**src/po_pkg.sv**
```systemverilog
// Shared types and constants for the permutation order block.
package po_pkg;

  // Width of one permutation element and of the length register.
  localparam int unsigned ElemW = 5;

  // Commands from the controller to the datapath.
  typedef struct packed {
    logic cfg_wr;
    logic clear;
    logic load;
    logic round_go;
    logic emit_load;
    logic emit_round;
  } cmd_t;

  // Status from the datapath to the controller.
  typedef struct packed {
    logic last;
    logic bad_now;
    logic id_now;
    logic round_done;
    logic round_ident;
    logic rc_sat;
  } sts_t;

endpackage

```
**src/permutation_order_core.sv**
```systemverilog
// A permutation of n elements takes n element transfers, one per cycle while not busy.
// An invalid or identity permutation gives its result in the cycle after the last element.
// Otherwise the block is busy for (order - 1) composition rounds, and the result follows in
// the cycle after the last round ends. The result strobe is high for exactly one cycle; the
// receiver cannot stall it. Reset clears the load state and sets the length to 16, or to
// MAX_ELEMS if that is smaller; the stores need no clearing.
module permutation_order_core #(
  parameter int unsigned MAX_ELEMS  = 16,
  parameter int unsigned ORDER_BITS = 16
) (
  input  logic                     clk_i,
  input  logic                     rst_ni,
  input  logic                     start,
  output logic                     busy,
  input  logic [po_pkg::ElemW-1:0] element_i,
  input  logic                     cfg_valid_i,
  output logic                     cfg_ready_o,
  input  logic [po_pkg::ElemW-1:0] cfg_data_i,
  output logic                     result_valid_o,
  output logic [ORDER_BITS-1:0]    order_o,
  output logic                     error_o
);

  po_pkg::cmd_t cmd;
  po_pkg::sts_t sts;

  // The length register takes a transfer in any cycle.
  assign cfg_ready_o = 1'b1;

  po_ctrl u_ctrl (
    .clk_i       (clk_i),
    .rst_ni      (rst_ni),
    .start       (start),
    .cfg_valid_i (cfg_valid_i),
    .sts_i       (sts),
    .cmd_o       (cmd),
    .busy        (busy)
  );

  po_dp #(
    .MAX_ELEMS  (MAX_ELEMS),
    .ORDER_BITS (ORDER_BITS)
  ) u_dp (
    .clk_i          (clk_i),
    .rst_ni         (rst_ni),
    .cmd_i          (cmd),
    .cfg_data_i     (cfg_data_i),
    .element_i      (element_i),
    .sts_o          (sts),
    .result_valid_o (result_valid_o),
    .order_o        (order_o),
    .error_o        (error_o)
  );

endmodule

```
**src/po_ctrl.sv**
```systemverilog
// Controller state machine for the permutation order block.
module po_ctrl (
  input  logic         clk_i,
  input  logic         rst_ni,
  input  logic         start,
  input  logic         cfg_valid_i,
  input  po_pkg::sts_t sts_i,
  output po_pkg::cmd_t cmd_o,
  output logic         busy
);

  localparam logic StLoad = 1'b0;
  localparam logic StRun  = 1'b1;

  logic state_d, state_q;

  always_comb begin
    cmd_o   = '0;
    state_d = state_q;
    if (cfg_valid_i) begin
      // A new length restarts the load and stops any round in progress.
      cmd_o.cfg_wr = 1'b1;
      cmd_o.clear  = 1'b1;
      state_d      = StLoad;
    end else begin
      case (state_q)
        StLoad: begin
          if (start) begin
            cmd_o.load = 1'b1;
            if (sts_i.last) begin
              if (sts_i.bad_now || sts_i.id_now) begin
                cmd_o.emit_load = 1'b1;
                cmd_o.clear     = 1'b1;
              end else begin
                cmd_o.round_go = 1'b1;
                state_d        = StRun;
              end
            end
          end
        end
        StRun: begin
          if (sts_i.round_done) begin
            if (sts_i.round_ident || sts_i.rc_sat) begin
              cmd_o.emit_round = 1'b1;
              cmd_o.clear      = 1'b1;
              state_d          = StLoad;
            end else begin
              cmd_o.round_go = 1'b1;
            end
          end
        end
        default: begin
          state_d = StLoad;
        end
      endcase
    end
  end

  always_ff @(posedge clk_i or negedge rst_ni) begin
    if (!rst_ni) begin
      state_q <= StLoad;
    end else begin
      state_q <= state_d;
    end
  end

  assign busy = (state_q == StRun);

  // No element transfer may be taken while rounds are running.
  assert property (@(posedge clk_i) disable iff (!rst_ni) busy |-> !cmd_o.load)
    else $error("element load while busy");

  // A round is only started from a load or from the end of a round.
  assert property (@(posedge clk_i) disable iff (!rst_ni)
    cmd_o.round_go |-> (cmd_o.load || sts_i.round_done))
    else $error("round started without cause");

  // A result after rounds always comes from the running state.
  assert property (@(posedge clk_i) disable iff (!rst_ni)
    cmd_o.emit_round |-> (state_q == StRun))
    else $error("round result outside running state");

endmodule

```
**src/po_dp.sv**
```systemverilog
// Datapath for the permutation order block: stores, checks and round engine.
module po_dp #(
  parameter int unsigned MAX_ELEMS  = 16,
  parameter int unsigned ORDER_BITS = 16
) (
  input  logic                     clk_i,
  input  logic                     rst_ni,
  input  po_pkg::cmd_t             cmd_i,
  input  logic [po_pkg::ElemW-1:0] cfg_data_i,
  input  logic [po_pkg::ElemW-1:0] element_i,
  output po_pkg::sts_t             sts_o,
  output logic                     result_valid_o,
  output logic [ORDER_BITS-1:0]    order_o,
  output logic                     error_o
);

  localparam int unsigned EW    = po_pkg::ElemW;
  localparam int unsigned IDX_W = $clog2(MAX_ELEMS);
  localparam int unsigned LEN_RST = (MAX_ELEMS < 16) ? MAX_ELEMS : 16;

  // Length register and load checking.
  logic [EW-1:0]        len_q;
  logic [EW-1:0]        len_d;
  logic [EW-1:0]        load_q;
  logic [MAX_ELEMS-1:0] seen_q;
  logic                 bad_q;
  logic                 id_q;

  logic [EW-1:0]    load_inc;
  logic [EW-1:0]    elem_m1;
  logic [IDX_W-1:0] seen_idx;
  logic [IDX_W-1:0] ld_idx;
  logic             elem_bad;

  always_comb begin
    if (cfg_data_i == '0) begin
      len_d = EW'(1);
    end else if ({1'b0, cfg_data_i} > (EW + 1)'(MAX_ELEMS)) begin
      len_d = EW'(MAX_ELEMS);
    end else begin
      len_d = cfg_data_i;
    end
  end

  assign load_inc = load_q + EW'(1);
  assign elem_m1  = element_i - EW'(1);
  assign seen_idx = elem_m1[IDX_W-1:0];
  assign ld_idx   = load_q[IDX_W-1:0];
  assign elem_bad = (element_i == '0) || (element_i > len_q) || seen_q[seen_idx];

  always_ff @(posedge clk_i or negedge rst_ni) begin
    if (!rst_ni) begin
      len_q  <= EW'(LEN_RST);
      load_q <= '0;
      seen_q <= '0;
      bad_q  <= 1'b0;
      id_q   <= 1'b1;
    end else begin
      if (cmd_i.cfg_wr) begin
        len_q <= len_d;
      end
      if (cmd_i.clear) begin
        load_q <= '0;
        seen_q <= '0;
        bad_q  <= 1'b0;
        id_q   <= 1'b1;
      end else if (cmd_i.load) begin
        load_q <= load_inc;
        if (elem_bad) begin
          bad_q <= 1'b1;
        end else begin
          seen_q[seen_idx] <= 1'b1;
        end
        if (element_i != load_inc) begin
          id_q <= 1'b0;
        end
      end
    end
  end

  // Round engine: issue, read work bank, write other bank.
  logic             run_q;
  logic [EW-1:0]    iss_q;
  logic             v1_q, v2_q;
  logic [EW-1:0]    a1_q, a2_q;
  logic             cur_q;
  logic             mism_q;
  logic [ORDER_BITS-1:0] rc_q;

  logic [EW-1:0]    perm_rd_q;
  logic [EW-1:0]    rd0_q, rd1_q;
  logic [EW-1:0]    wrd;
  logic [EW-1:0]    src_m1;
  logic [EW-1:0]    len_m1;
  logic [ORDER_BITS-1:0] rc_inc;
  logic             wr_mism;

  logic [EW-1:0] perm_mem_q [MAX_ELEMS];
  logic [EW-1:0] bank0_q    [MAX_ELEMS];
  logic [EW-1:0] bank1_q    [MAX_ELEMS];

  assign len_m1  = len_q - EW'(1);
  assign src_m1  = perm_rd_q - EW'(1);
  assign wrd     = cur_q ? rd1_q : rd0_q;
  assign wr_mism = (wrd != (a2_q + EW'(1)));
  assign rc_inc  = rc_q + ORDER_BITS'(1);

  always_ff @(posedge clk_i or negedge rst_ni) begin
    if (!rst_ni) begin
      run_q  <= 1'b0;
      iss_q  <= '0;
      v1_q   <= 1'b0;
      v2_q   <= 1'b0;
      cur_q  <= 1'b0;
      mism_q <= 1'b0;
      rc_q   <= ORDER_BITS'(1);
    end else if (cmd_i.clear) begin
      run_q  <= 1'b0;
      v1_q   <= 1'b0;
      v2_q   <= 1'b0;
      cur_q  <= 1'b0;
      mism_q <= 1'b0;
      rc_q   <= ORDER_BITS'(1);
    end else begin
      v1_q <= run_q;
      v2_q <= v1_q;
      if (cmd_i.round_go) begin
        run_q  <= 1'b1;
        iss_q  <= '0;
      end else if (run_q) begin
        iss_q <= iss_q + EW'(1);
        if (iss_q == len_m1) begin
          run_q <= 1'b0;
        end
      end
      // A new round starts with a clean mismatch flag, even when the last
      // write of the previous round mismatched in the same cycle.
      if (cmd_i.round_go) begin
        mism_q <= 1'b0;
      end else if (v2_q && wr_mism) begin
        mism_q <= 1'b1;
      end
      if (sts_o.round_done) begin
        cur_q <= ~cur_q;
        rc_q  <= rc_inc;
      end
    end
  end

  // Stage addresses carry no reset; they are qualified by the valid bits.
  always_ff @(posedge clk_i) begin
    a1_q <= iss_q;
    a2_q <= a1_q;
  end

  // Loaded permutation; also copied into bank 0 as the first working copy.
  always_ff @(posedge clk_i) begin
    if (cmd_i.load) begin
      perm_mem_q[ld_idx] <= element_i;
    end
    perm_rd_q <= perm_mem_q[iss_q[IDX_W-1:0]];
  end

  always_ff @(posedge clk_i) begin
    if (cmd_i.load) begin
      bank0_q[ld_idx] <= element_i;
    end else if (v2_q && cur_q) begin
      bank0_q[a2_q[IDX_W-1:0]] <= wrd;
    end
    rd0_q <= bank0_q[src_m1[IDX_W-1:0]];
  end

  always_ff @(posedge clk_i) begin
    if (v2_q && !cur_q) begin
      bank1_q[a2_q[IDX_W-1:0]] <= wrd;
    end
    rd1_q <= bank1_q[src_m1[IDX_W-1:0]];
  end

  always_comb begin
    sts_o             = '0;
    sts_o.last        = (load_inc >= len_q);
    sts_o.bad_now     = bad_q || elem_bad;
    sts_o.id_now      = id_q && (element_i == load_inc);
    sts_o.round_done  = v2_q && (a2_q == len_m1);
    sts_o.round_ident = !(mism_q || wr_mism);
    sts_o.rc_sat      = &rc_inc;
  end

  // Result register.
  logic                  res_valid_q;
  logic [ORDER_BITS-1:0] order_q;
  logic                  error_q;

  always_ff @(posedge clk_i or negedge rst_ni) begin
    if (!rst_ni) begin
      res_valid_q <= 1'b0;
    end else begin
      res_valid_q <= cmd_i.emit_load || cmd_i.emit_round;
    end
  end

  always_ff @(posedge clk_i) begin
    if (cmd_i.emit_load) begin
      error_q <= sts_o.bad_now;
      order_q <= sts_o.bad_now ? '0 : ORDER_BITS'(1);
    end else if (cmd_i.emit_round) begin
      error_q <= 1'b0;
      order_q <= rc_inc;
    end
  end

  assign result_valid_o = res_valid_q;
  assign order_o        = order_q;
  assign error_o        = error_q;

  // The last element of a round drains only after issue has stopped.
  assert property (@(posedge clk_i) disable iff (!rst_ni) sts_o.round_done |-> !run_q)
    else $error("round finished while still issuing");

  // A flagged result carries order zero, a good one a nonzero order.
  assert property (@(posedge clk_i) disable iff (!rst_ni)
    result_valid_o |-> (error_o == (order_o == '0)))
    else $error("order and error disagree");

  // Round results are only produced once the last stage has drained.
  assert property (@(posedge clk_i) disable iff (!rst_ni)
    cmd_i.emit_round |-> sts_o.round_done)
    else $error("round result without finished round");

endmodule
```
**config.mk**
```make
export PLATFORM = sky130hd
export DESIGN_NAME = permutation_order_core
export DESIGN_NICKNAME = d
export VERILOG_FILES = /design/src/po_pkg.sv /design/src/permutation_order_core.sv /design/src/po_ctrl.sv /design/src/po_dp.sv
export SDC_FILE = /design/constraint.sdc
export NUM_CORES = 1
export LEC_CHECK = 0
export BUFFER_PORTS_ARGS = -buffer_cell sky130_fd_sc_hd__buf_2
export CAP_MARGIN = 20
export CORE_ASPECT_RATIO = 0.8
export CORE_MARGIN = 4
export CORE_UTILIZATION = 35
export CTS_BUF_LIST = sky130_fd_sc_hd__clkbuf_2 sky130_fd_sc_hd__clkbuf_4 sky130_fd_sc_hd__clkbuf_8
export DETAILED_ROUTE_END_ITERATION = 8
export SLEW_MARGIN = 25
export SYNTH_ARGS = -nofsm -noshare
export SYNTH_HDL_FRONTEND = slang
export SYNTH_SLANG_ARGS = --single-unit
```
**constraint.sdc**
```tcl
create_clock -name clk_i -period 4.1 [get_ports clk_i]
set_input_delay 0.82 -clock clk_i [delete_from_list [all_inputs] [get_ports clk_i]]
set_output_delay 0.82 -clock clk_i [all_outputs]
set_load 0.05 [all_outputs]
```
==> out/results.txt, run 1 <==
status: completed
final setup TNS: 0 ns
GRT Total Usage: 14.0%
H-Tree Depth: 2
Setup crit end kind: flop
peak supply drop: 0.000351 V
# diodes: 0
Die Width: 231 um
ANT nets after route: 0
antenna violations before repair: 0
RePlAce Congestion: 0.825
cell total after placement: 1476
crit path from: u_dp.rc_q[0]
async set-reset flop share out of synthesis: 17.4%
DRT iter0 DRCs: 671
# IOs: 34
share of cells above drive strength 1: 23.2%
die height: 187 um
final non-filler cell total: 1568
cts bufs inserted: 49
cts hold-fix bufs: 0
fmax: 296 MHz
largest net degree at the start of global routing: 42
Final Skew: 0.0308 ns
PnR worst setup slack: 0.721 ns
port bufs: 32
Clock Latency Late Sink: 0.60 ns
cell area after synthesis: 0.0140 mm^2
area of the core: 0.0394 mm^2
Crit Path Category: reg -> reg
Power Dens Cells: 569 mW/mm^2
Slew Limit Headroom: 34.5%
Worst Hold Class: reg -> reg
synth warn: 0
final worst path period share: 82.4%
Routed WL per cell: 19.1 um
Critical Path AT: 3.88 ns
Initial DRT Pass Iterations: 5
Clock Tree Buf Depth: 3
min Tclk post-route: 3.38 ns
CP Max Fanout: 11
Placed Area: 0.0148 mm^2
worst path required time: 4.60 ns
worst slew pin tran: 0.974 ns
Worst-path clk slew: 0.07 ns
#FFs+latches synth: 321
Synth Net Count: 968
number of synthesized flops with an enable pin: 241
clk sinks: 321
Synth Area per Inst: 15.1 um^2
Final Hold Vio Count: 0
post-synth cell types: 66
Final Cell Area: 0.0158 mm^2
Cells after Synth: 926
RSZ-0062 raised after global routing: false
max-slew violations: 0
DRC Markers: 0
vias in the first global route: 7919
Via density: 4.99
Die Area: 0.0432 mm^2
Place WS: 0.368 ns
fin util: 40.1%
total gr overflow: 0
Total Wirelength: 29900 um
crit path launch type: flop
Setup Buffers After CTS: 0
Final Setup Violations: 0
Max-Cap Viols: 0
site row count: 65
Worst R2R Start: u_dp.rc_q[0]
CTS tree: built
initial core utilization: 35.5%
post-cts sizing count: 0
NumNets Final: 1033
post-DP HPWL: 20100 um
sequential fraction of the synthesis area: 65.2%
Root Buffer: clkbuf_8
via count: 7823
Syn-to-layout area delta: 13.2%
first-pass GRT wire length: 47000 um
Worst Hold Launch: u_dp.a1_q[0]
Top FF cell, synth: edfxtp_1
Fill cells: 3656
P_leak: 5.49 nW
==> flip-flops by register name, summed over array words and instances, names as in the netlist, 4 cells and up <==
name             cells
u_dp.bank0_q        80
u_dp.bank1_q        80
u_dp.perm_mem_q     64
u_dp.order_o        16
u_dp.rc_q           16
u_dp.seen_q         16
u_dp.a1_q            5
u_dp.a2_q            5
u_dp.iss_q           5
u_dp.len_q           5
u_dp.load_q          5
u_dp.rd0_q           5
u_dp.rd1_q           5
u_dp.perm_rd_q       4
==> metrics by stage <==
| stage | hold slack, ns | power [mW] |
|---|---|---|
| after floorplan | 0.310 | 5.67 |
| after global placement | 0.311 | 6.36 |
| after detailed placement | 0.312 | 6.39 |
| after CTS | 0.320 | 9.14 |
| after global routing | 0.325 | 9.46 |
| final | 0.323 | 9.01 |
==> cells in the mapped netlist, types with 22 or more instances <==
library cell / instances / area, um^2
nor2_1: 110 / 413
edfxtp_1: 241 / 7240
xor2_1: 22 / 193
mux4_2: 74 / 1670
dfrtp_1: 53 / 1330
ha_1: 28 / 350
xnor2_1: 39 / 342
nand2_1: 51 / 191
a21oi_1: 28 / 140
dfxtp_1: 24 / 480
clkbuf_1: 25 / 93.8
inv_1: 31 / 116
==> power by group <==
part / internal [mW] / total (mW) / switching (mW)
Clock: 1.46 / 2.72 / 1.26
Sequential: 3.79 / 3.92 / 0.125
Combinational: 1.13 / 2.37 / 1.24
==> final timing paths <==
| path | endpoint | slack, ns | depth (start not counted) |
|---|---|---|---|
| min in group asynchronous | u_dp.rc_q[8] | 0.35 | 1 |
| worst min register to register | u_dp.a2_q[0] | 0.32 | 0 |
| max in group asynchronous | u_dp.seen_q[12] | 2.96 | 2 |
| worst max-delay path | u_dp.mism_q | 0.72 | 9 |
| worst min-delay path | u_dp.a2_q[0] | 0.32 | 0 |
| worst max register to register | u_dp.mism_q | 0.72 | 9 |
==> cells in the final DEF (no fill, tap or decap), types with 20 or more instances in the layout <==
master    instances
a21oi_1          28
buf_2            32
buf_4            25
clkbuf_8         54
dfrtp_1          53
dfxtp_1          23
edfxtp_1        241
ha_1             28
inv_1            31
mux4_2           74
nand2_1          51
nor2_1          110
nor3_1           20
xnor2_1          38
xor2_1           22
==> per-layer routing <==
metal,track usage [%],wire [um]
met3,3.19,1970
met5,0,0
met4,3.95,607
met1,21.6,14700
met2,19.7,12700
==> critical path, cell delays in order (launching register included) <==
cell	delay, ns
dfstp_2	0.56
ha_1	0.32
nand4_1	0.31
nor4_2	0.36
xnor2_1	0.19
a2111o_1	0.46
o2111a_1	0.30
a31oi_2	0.50
o211ai_1	0.17
nor2_1	0.11
==> area by class of cell <==
type                       instances  area [um^2]  share of cell area (%)
clock buffer                      72          878                    5.55
clock inverter                    20          143                   0.901
inverter                          31          116                   0.735
multi-input combinational        531         4550                    28.8
sequential                       321         9120                    57.6
tap                              536          671                    4.24
timing repair buffer              57          348                    2.20
==> logic make-up (layout without fill, tap and decap cells) <==
family                     after synthesis  in the layout  synth area share, %
other                                    1              1               0.0268
buffers and inverters                   74            180                 2.26
and+or+nand+nor                        275            275                 9.49
muxes                                   85             85                 12.7
xor gates and xnor gates                63             63                 4.14
AOI/OAI and AO/OA                       79             79                 3.61
DFF                                    321            321                 65.2
adders and majority gates               28             28                 2.51
No activity file was read; power rests on OpenSTA's default activity.
==> run 2, diff against run 1 <==
==> constraint.sdc (replaced) <==
create_clock -name clk_i -period 2.9 [get_ports clk_i]
set_input_delay 0.58 -clock clk_i [delete_from_list [all_inputs] [get_ports clk_i]]
set_output_delay 0.58 -clock clk_i [all_outputs]
set_load 0.05 [all_outputs]
==> out/results.txt, run 2 (synthesized netlist as in run 1, its figures left out) <==
Worst-path clk slew: 0.07 ns (about the same)
crit path from: u_dp.cur_q
Worst Hold Class: in -> reg
cts bufs inserted: 49 (unchanged)
Placed Area: 0.0156 mm^2 (+5.1%)
Routed WL per cell: 19.1 um (about the same)
# IOs: 34 (unchanged)
peak supply drop: 0.000524 V (+49%)
fmax: 361 MHz (+22%)
total gr overflow: 0 (unchanged)
die height: 187 um (unchanged)
ANT nets after route: 0 (unchanged)
Final Hold Vio Count: 0 (unchanged)
clk sinks: 321 (unchanged)
RSZ-0062 raised after global routing: true
crit path launch type: flop
max-slew violations: 0 (unchanged)
Initial DRT Pass Iterations: 4 (-1)
RePlAce Congestion: 0.803 (-2.6%)
min Tclk post-route: 2.77 ns (-0.611 ns)
FF-to-FF path depth: 11 (+2)
DRT iter0 DRCs: 647 (-3.6%)
Setup crit end kind: flop
worst path required time: 3.40 ns (-1.20 ns)
Critical Path End: u_dp.rc_q[10]
status: completed
Syn-to-layout area delta: 19.1%
post-DP HPWL: 21500 um (+6.9%)
NumNets Final: 1122 (+8.6%)
Root Buffer: clkbuf_8
antenna violations before repair: 0 (unchanged)
area of the core: 0.0394 mm^2 (unchanged)
Final Skew: 0.0320 ns (+0.00123 ns)
Via density: 4.99 (about the same)
commonest non-fill, non-tap cell in the layout: edfxtp_1
# diodes: 0 (unchanged)
via count: 8233 (+5.2%)
initial core utilization: 35.5% (unchanged)
Clock Tree Buf Depth: 3 (unchanged)
final worst path period share: 95.4% (+13 points)
total power: 12.9 mW (+44%)
reg2reg end: u_dp.rc_q[10]
P_leak: 5.95 nW (+8.4%)
first-pass GRT wire length: 49800 um (+6.0%)
reg-to-reg slack, setup: 0.13 ns (-0.59 ns)
Crit Path Category: reg -> reg
CTS tree: built
worst slew pin tran: 0.696 ns (-0.278 ns)
Critical Path AT: 3.27 ns (-0.61 ns)
Total Wirelength: 31500 um (+5.2%)
Final Cell Area: 0.0167 mm^2 (+5.2%)
vias in the first global route: 8497 (+7.3%)
share of cells above drive strength 1: 29.4% (+6.3 points)
Die Area: 0.0432 mm^2 (unchanged)
Final Setup Violations: 0 (unchanged)
Die Width: 231 um (unchanged)
Max-Cap Viols: 0 (unchanged)
H-Tree Depth: 2 (unchanged)
largest net degree at the start of global routing: 41 (-2.4%)
CP Max Fanout: 17 (+6)
Power Dens Cells: 776 mW/mm^2 (+36%)
commonest cells after routing, fill and taps aside: 241 x edfxtp_1, 107 x nor2_1, 105 x buf_4
port bufs: 32 (unchanged)
DRC Markers: 0 (unchanged)
Worst R2R Start: u_dp.cur_q
Clock Latency Late Sink: 0.60 ns (about the same)
Slew Limit Headroom: 53.4% (+19 points)
GRT Total Usage: 14.7% (+0.70 points)
site row count: 65 (unchanged)
fin util: 42.2% (+2.1 points)
[run 2: changes by cell type in the layout (fill, tap and decap cells not counted), sizes merged]
cell,previous run,this run
buf,57,144
clkbuf,72,69
clkinvlp,3,0
clkinv,13,15
dlygate4sd3,0,1
inv,34,33
[run 2: how the worst min path moves through the flow]
| stage | start | endpoint | depth (start not counted) |
|---|---|---|---|
| CTS | cfg_data_i[3] | u_dp.len_q[3] | 3 |
| global placement | u_dp.a1_q[1] | u_dp.a2_q[1] | 0 |
| detailed placement | u_dp.a1_q[4] | u_dp.a2_q[4] | 0 |
| finish | cfg_data_i[3] | u_dp.len_q[3] | 3 |
| floorplan | rst_ni | u_ctrl.busy | 0 |
| global route | cfg_data_i[3] | u_dp.len_q[3] | 3 |
[run 2: worst max-delay path: stages (launching register included)]
cell and delay (ns):
dfrtp_1 0.58, mux2i_1 0.40, buf_4 0.20, xor2_1 0.17, xnor2_1 0.08, nand3_1 0.18
o21ai_2 0.09, and2_4 0.17, buf_4 0.14, or3_4 0.39, buf_12 0.18, nor2_1 0.11
[run 2: layout make-up]
class                      count  area, um^2
fill                        3574       22800
sequential                   321        9130
tap                          536         671
clock inverter                18         111
inverter                      31         116
clock buffer                  68         867
timing repair buffer         146        1110
multi-input combinational    531        4650
[run 2: through the flow]
step	hold WS, ns	setup slack [ns]	instances	TNS [ns]
floorplan	0.284	-0.00966	926	-0.164
global placement	0.310	-0.0287	1562	-0.468
detailed placement	0.312	-0.0985	1562	-3.77
CTS	0.217	0.0520	1650	0
global route	0.244	-0.0143	1651	-0.0515
finish	0.257	0.132	1651	0
[run 2: repair_timing]
| action | CTS | global route |
|---|---|---|
| hold buffers | 1 | 0 |
| cloned | 0 | 1 |
| setup buffers | 1 | 0 |
| gates resized for setup | 0 | 13 |
| setup endpoints to repair | 17 | 62 |
| pin swaps | 1 | 4 |
| hold endpoints to repair | 18 | 0 |
[run 2: per-layer routing]
| metal | vias up | track usage [%] | share of wire, % | wire [um] |
|---|---|---|---|---|
| met5 | - | 0 | 0 | 0 |
| met4 | 0 | 3.88 | 2.0 | 635 |
| met3 | 59 | 2.82 | 4.9 | 1550 |
| met2 | 199 | 20.6 | 43 | 13600 |
| met1 | 4198 | 23.2 | 50 | 15700 |
| li1 | 3777 | - | - | - |
[run 2: power by group]
part	internal, mW	switching (mW)	total [mW]	leakage (nW)
sequential	5.37	0.152	5.52	3.13
combinational	1.78	1.84	3.62	2.30
clock	2.02	1.77	3.79	0.518
total	9.17	3.76	12.9	5.95
==> run 3, diff against run 2 <==
==> constraint.sdc (replaced) <==
create_clock -name clk_i -period 2.4 [get_ports clk_i]
set_input_delay 0.48 -clock clk_i [delete_from_list [all_inputs] [get_ports clk_i]]
set_output_delay 0.48 -clock clk_i [all_outputs]
set_load 0.05 [all_outputs]
==> out/results.txt, run 3 (synthesized netlist as in run 1, its figures left out) <==
DRC Markers: 0 (unchanged)
Setup crit end kind: flop
largest net degree at the start of global routing: 42 (+2.4%)
cts bufs inserted: 49 (unchanged)
Die Area: 0.0432 mm^2 (unchanged)
die height: 187 um (unchanged)
worst path required time: 2.69 ns (-0.71 ns)
Power Dens Cells: 901 mW/mm^2 (+16%)
GRT Total Usage: 14.9% (+0.21 points)
failing checks: setup timing
CP Max Fanout: 18 (+1)
final worst path period share: 112% (+17 points)
PnR worst setup slack: -0.294 ns (-0.426 ns)
total power: 16.1 mW (+25%)
Critical Path AT: 2.98 ns (-0.29 ns)
hold path depth: 3 (unchanged)
P_leak: 6.45 nW (+8.4%)
Worst Hold Launch: cfg_data_i[1]
min Tclk post-route: 2.69 ns (-0.0740 ns)
FF-to-FF path depth: 11 (unchanged)
Slew Limit Headroom: 54.1% (+0.63 points)
Worst Hold Path EP: u_dp.len_q[1]
initial core utilization: 35.5% (unchanged)
area of the core: 0.0394 mm^2 (unchanged)
final setup TNS: -18.68 ns (-18.68 ns)
NumNets Final: 1212 (+8.0%)
worst slew pin tran: 0.689 ns (-0.00695 ns)
commonest non-fill, non-tap cell in the layout: edfxtp_1
first-pass GRT wire length: 50800 um (+2.0%)
CTS tree: built
Total Wirelength: 32300 um (+2.4%)
status: finished, violations left
reg-to-reg slack, setup: -0.29 ns (-0.43 ns)
Final Skew: 0.0259 ns (-0.00608 ns)
Worst-path clk slew: 0.06 ns (about the same)
crit path launch type: flop
H-Tree Depth: 2 (unchanged)
Clock Tree Buf Depth: 3 (unchanged)
# IOs: 34 (unchanged)
Die Width: 231 um (unchanged)
peak supply drop: 0.000619 V (+18%)
RePlAce Congestion: 0.821 (+2.2%)
Crit Path Category: reg -> reg
Via density: 4.87 (-2.3%)
via count: 8506 (+3.3%)
Final Setup Violations: 84 (+84)
Final Hold Vio Count: 0 (unchanged)
ANT nets after route: 0 (unchanged)
Root Buffer: clkbuf_8
Worst R2R Start: u_dp.rc_q[0]
Routed WL per cell: 18.5 um (-3.2%)
Initial DRT Pass Iterations: 5 (+1)
Worst Hold Class: in -> reg
RSZ-0062 raised after global routing: true
vias in the first global route: 8834 (+4.0%)
post-DP HPWL: 21800 um (+1.5%)
share of cells above drive strength 1: 42.1% (+13 points)
commonest cells after routing, fill and taps aside: 241 x edfxtp_1, 184 x buf_4, 74 x mux4_2
Clock Latency Late Sink: 0.59 ns (about the same)
site row count: 65 (unchanged)
Syn-to-layout area delta: 28.0%
max-slew violations: 0 (unchanged)
reg2reg end: u_dp.order_o[12]
fmax: 371 MHz (+2.7%)
Max-Cap Viols: 0 (unchanged)
total gr overflow: 0 (unchanged)
Fill cells: 3531 (-1.2%)
antenna violations before repair: 0 (unchanged)
# diodes: 0 (unchanged)
port bufs: 32 (unchanged)
clk sinks: 321 (unchanged)
DRT iter0 DRCs: 559 (-14%)
[run 3: area by class of cell]
type	count	area, um^2	area share (%)
flip-flops and latches	321	9130	51.0
well taps	536	671	3.75
repair buffers	236	1870	10.4
inverters	31	124	0.692
clock buffers	87	1020	5.71
multi-input cells	531	5060	28.3
clock inverters	4	20.0	0.112
[run 3: worst max-delay path by stage]
stage | from | endpoint | slack, ns | cells past startpoint
2_1_floorplan | u_dp.rc_q[0] | u_dp.error_o | -0.32 | 9
4_1_cts | u_dp.rc_q[0] | u_dp.order_o[12] | -0.30 | 10
3_3_place_gp | element_i[1] | u_dp.order_o[10] | -0.35 | 12
3_5_place_dp | element_i[1] | u_dp.order_o[8] | -0.44 | 12
6_report | u_dp.rc_q[0] | u_dp.order_o[12] | -0.29 | 11
5_1_grt | u_dp.rc_q[0] | u_dp.iss_q[3] | -0.44 | 11
[run 3: repair_timing]
action	CTS	global route
endpoints found under the hold margin	15	0
buffers inserted	12	4
pin swaps	10	21
gates cloned	2	2
hold buffers	1	0
endpoints found under the setup margin	84	97
gates resized for setup	43	70
[run 3: per-layer routing]
layer | vias up | GRT usage [%] | share of wire [%]
met5 | - | 0 | 0
met4 | 0 | 3.45 | 1.6
met3 | 47 | 2.88 | 4.9
met2 | 190 | 22.4 | 45
met1 | 4309 | 22.4 | 48
li1 | 3960 | - | -
[run 3: per-stage QoR]
stage / cells / utilization (%) / worst slack (ns) / hold slack [ns] / instance area [um^2]
after floorplan: 926 / - / -0.316 / 0.184 / 14200
after global placement: 1636 / 41.2 / -0.350 / 0.310 / 16300
after detailed placement: 1636 / 41.2 / -0.444 / 0.312 / 16300
after CTS: 1742 / 44.6 / -0.301 / 0.116 / 17600
after global routing: 1746 / 45.4 / -0.438 / 0.130 / 17900
final: 1746 / 45.4 / -0.294 / 0.157 / 17900
[run 3: power breakdown]
| group | switching [mW] | internal (mW) |
|---|---|---|
| Sequential | 0.171 | 6.49 |
| Clock | 2.06 | 2.65 |
| Combinational | 2.37 | 2.39 |
| Total | 4.60 | 11.5 |
[run 3: critical path, cell delays in order (launching register included)]
cell and delay (ns):
dfstp_2 0.55, buf_4 0.11, and2_1 0.23, buf_4 0.15, xnor2_1 0.07, o22a_1 0.21, a2111o_1 0.43, o21ai_2 0.15
and2_4 0.19, nor2_4 0.04, nor2_4 0.11, buf_12 0.16
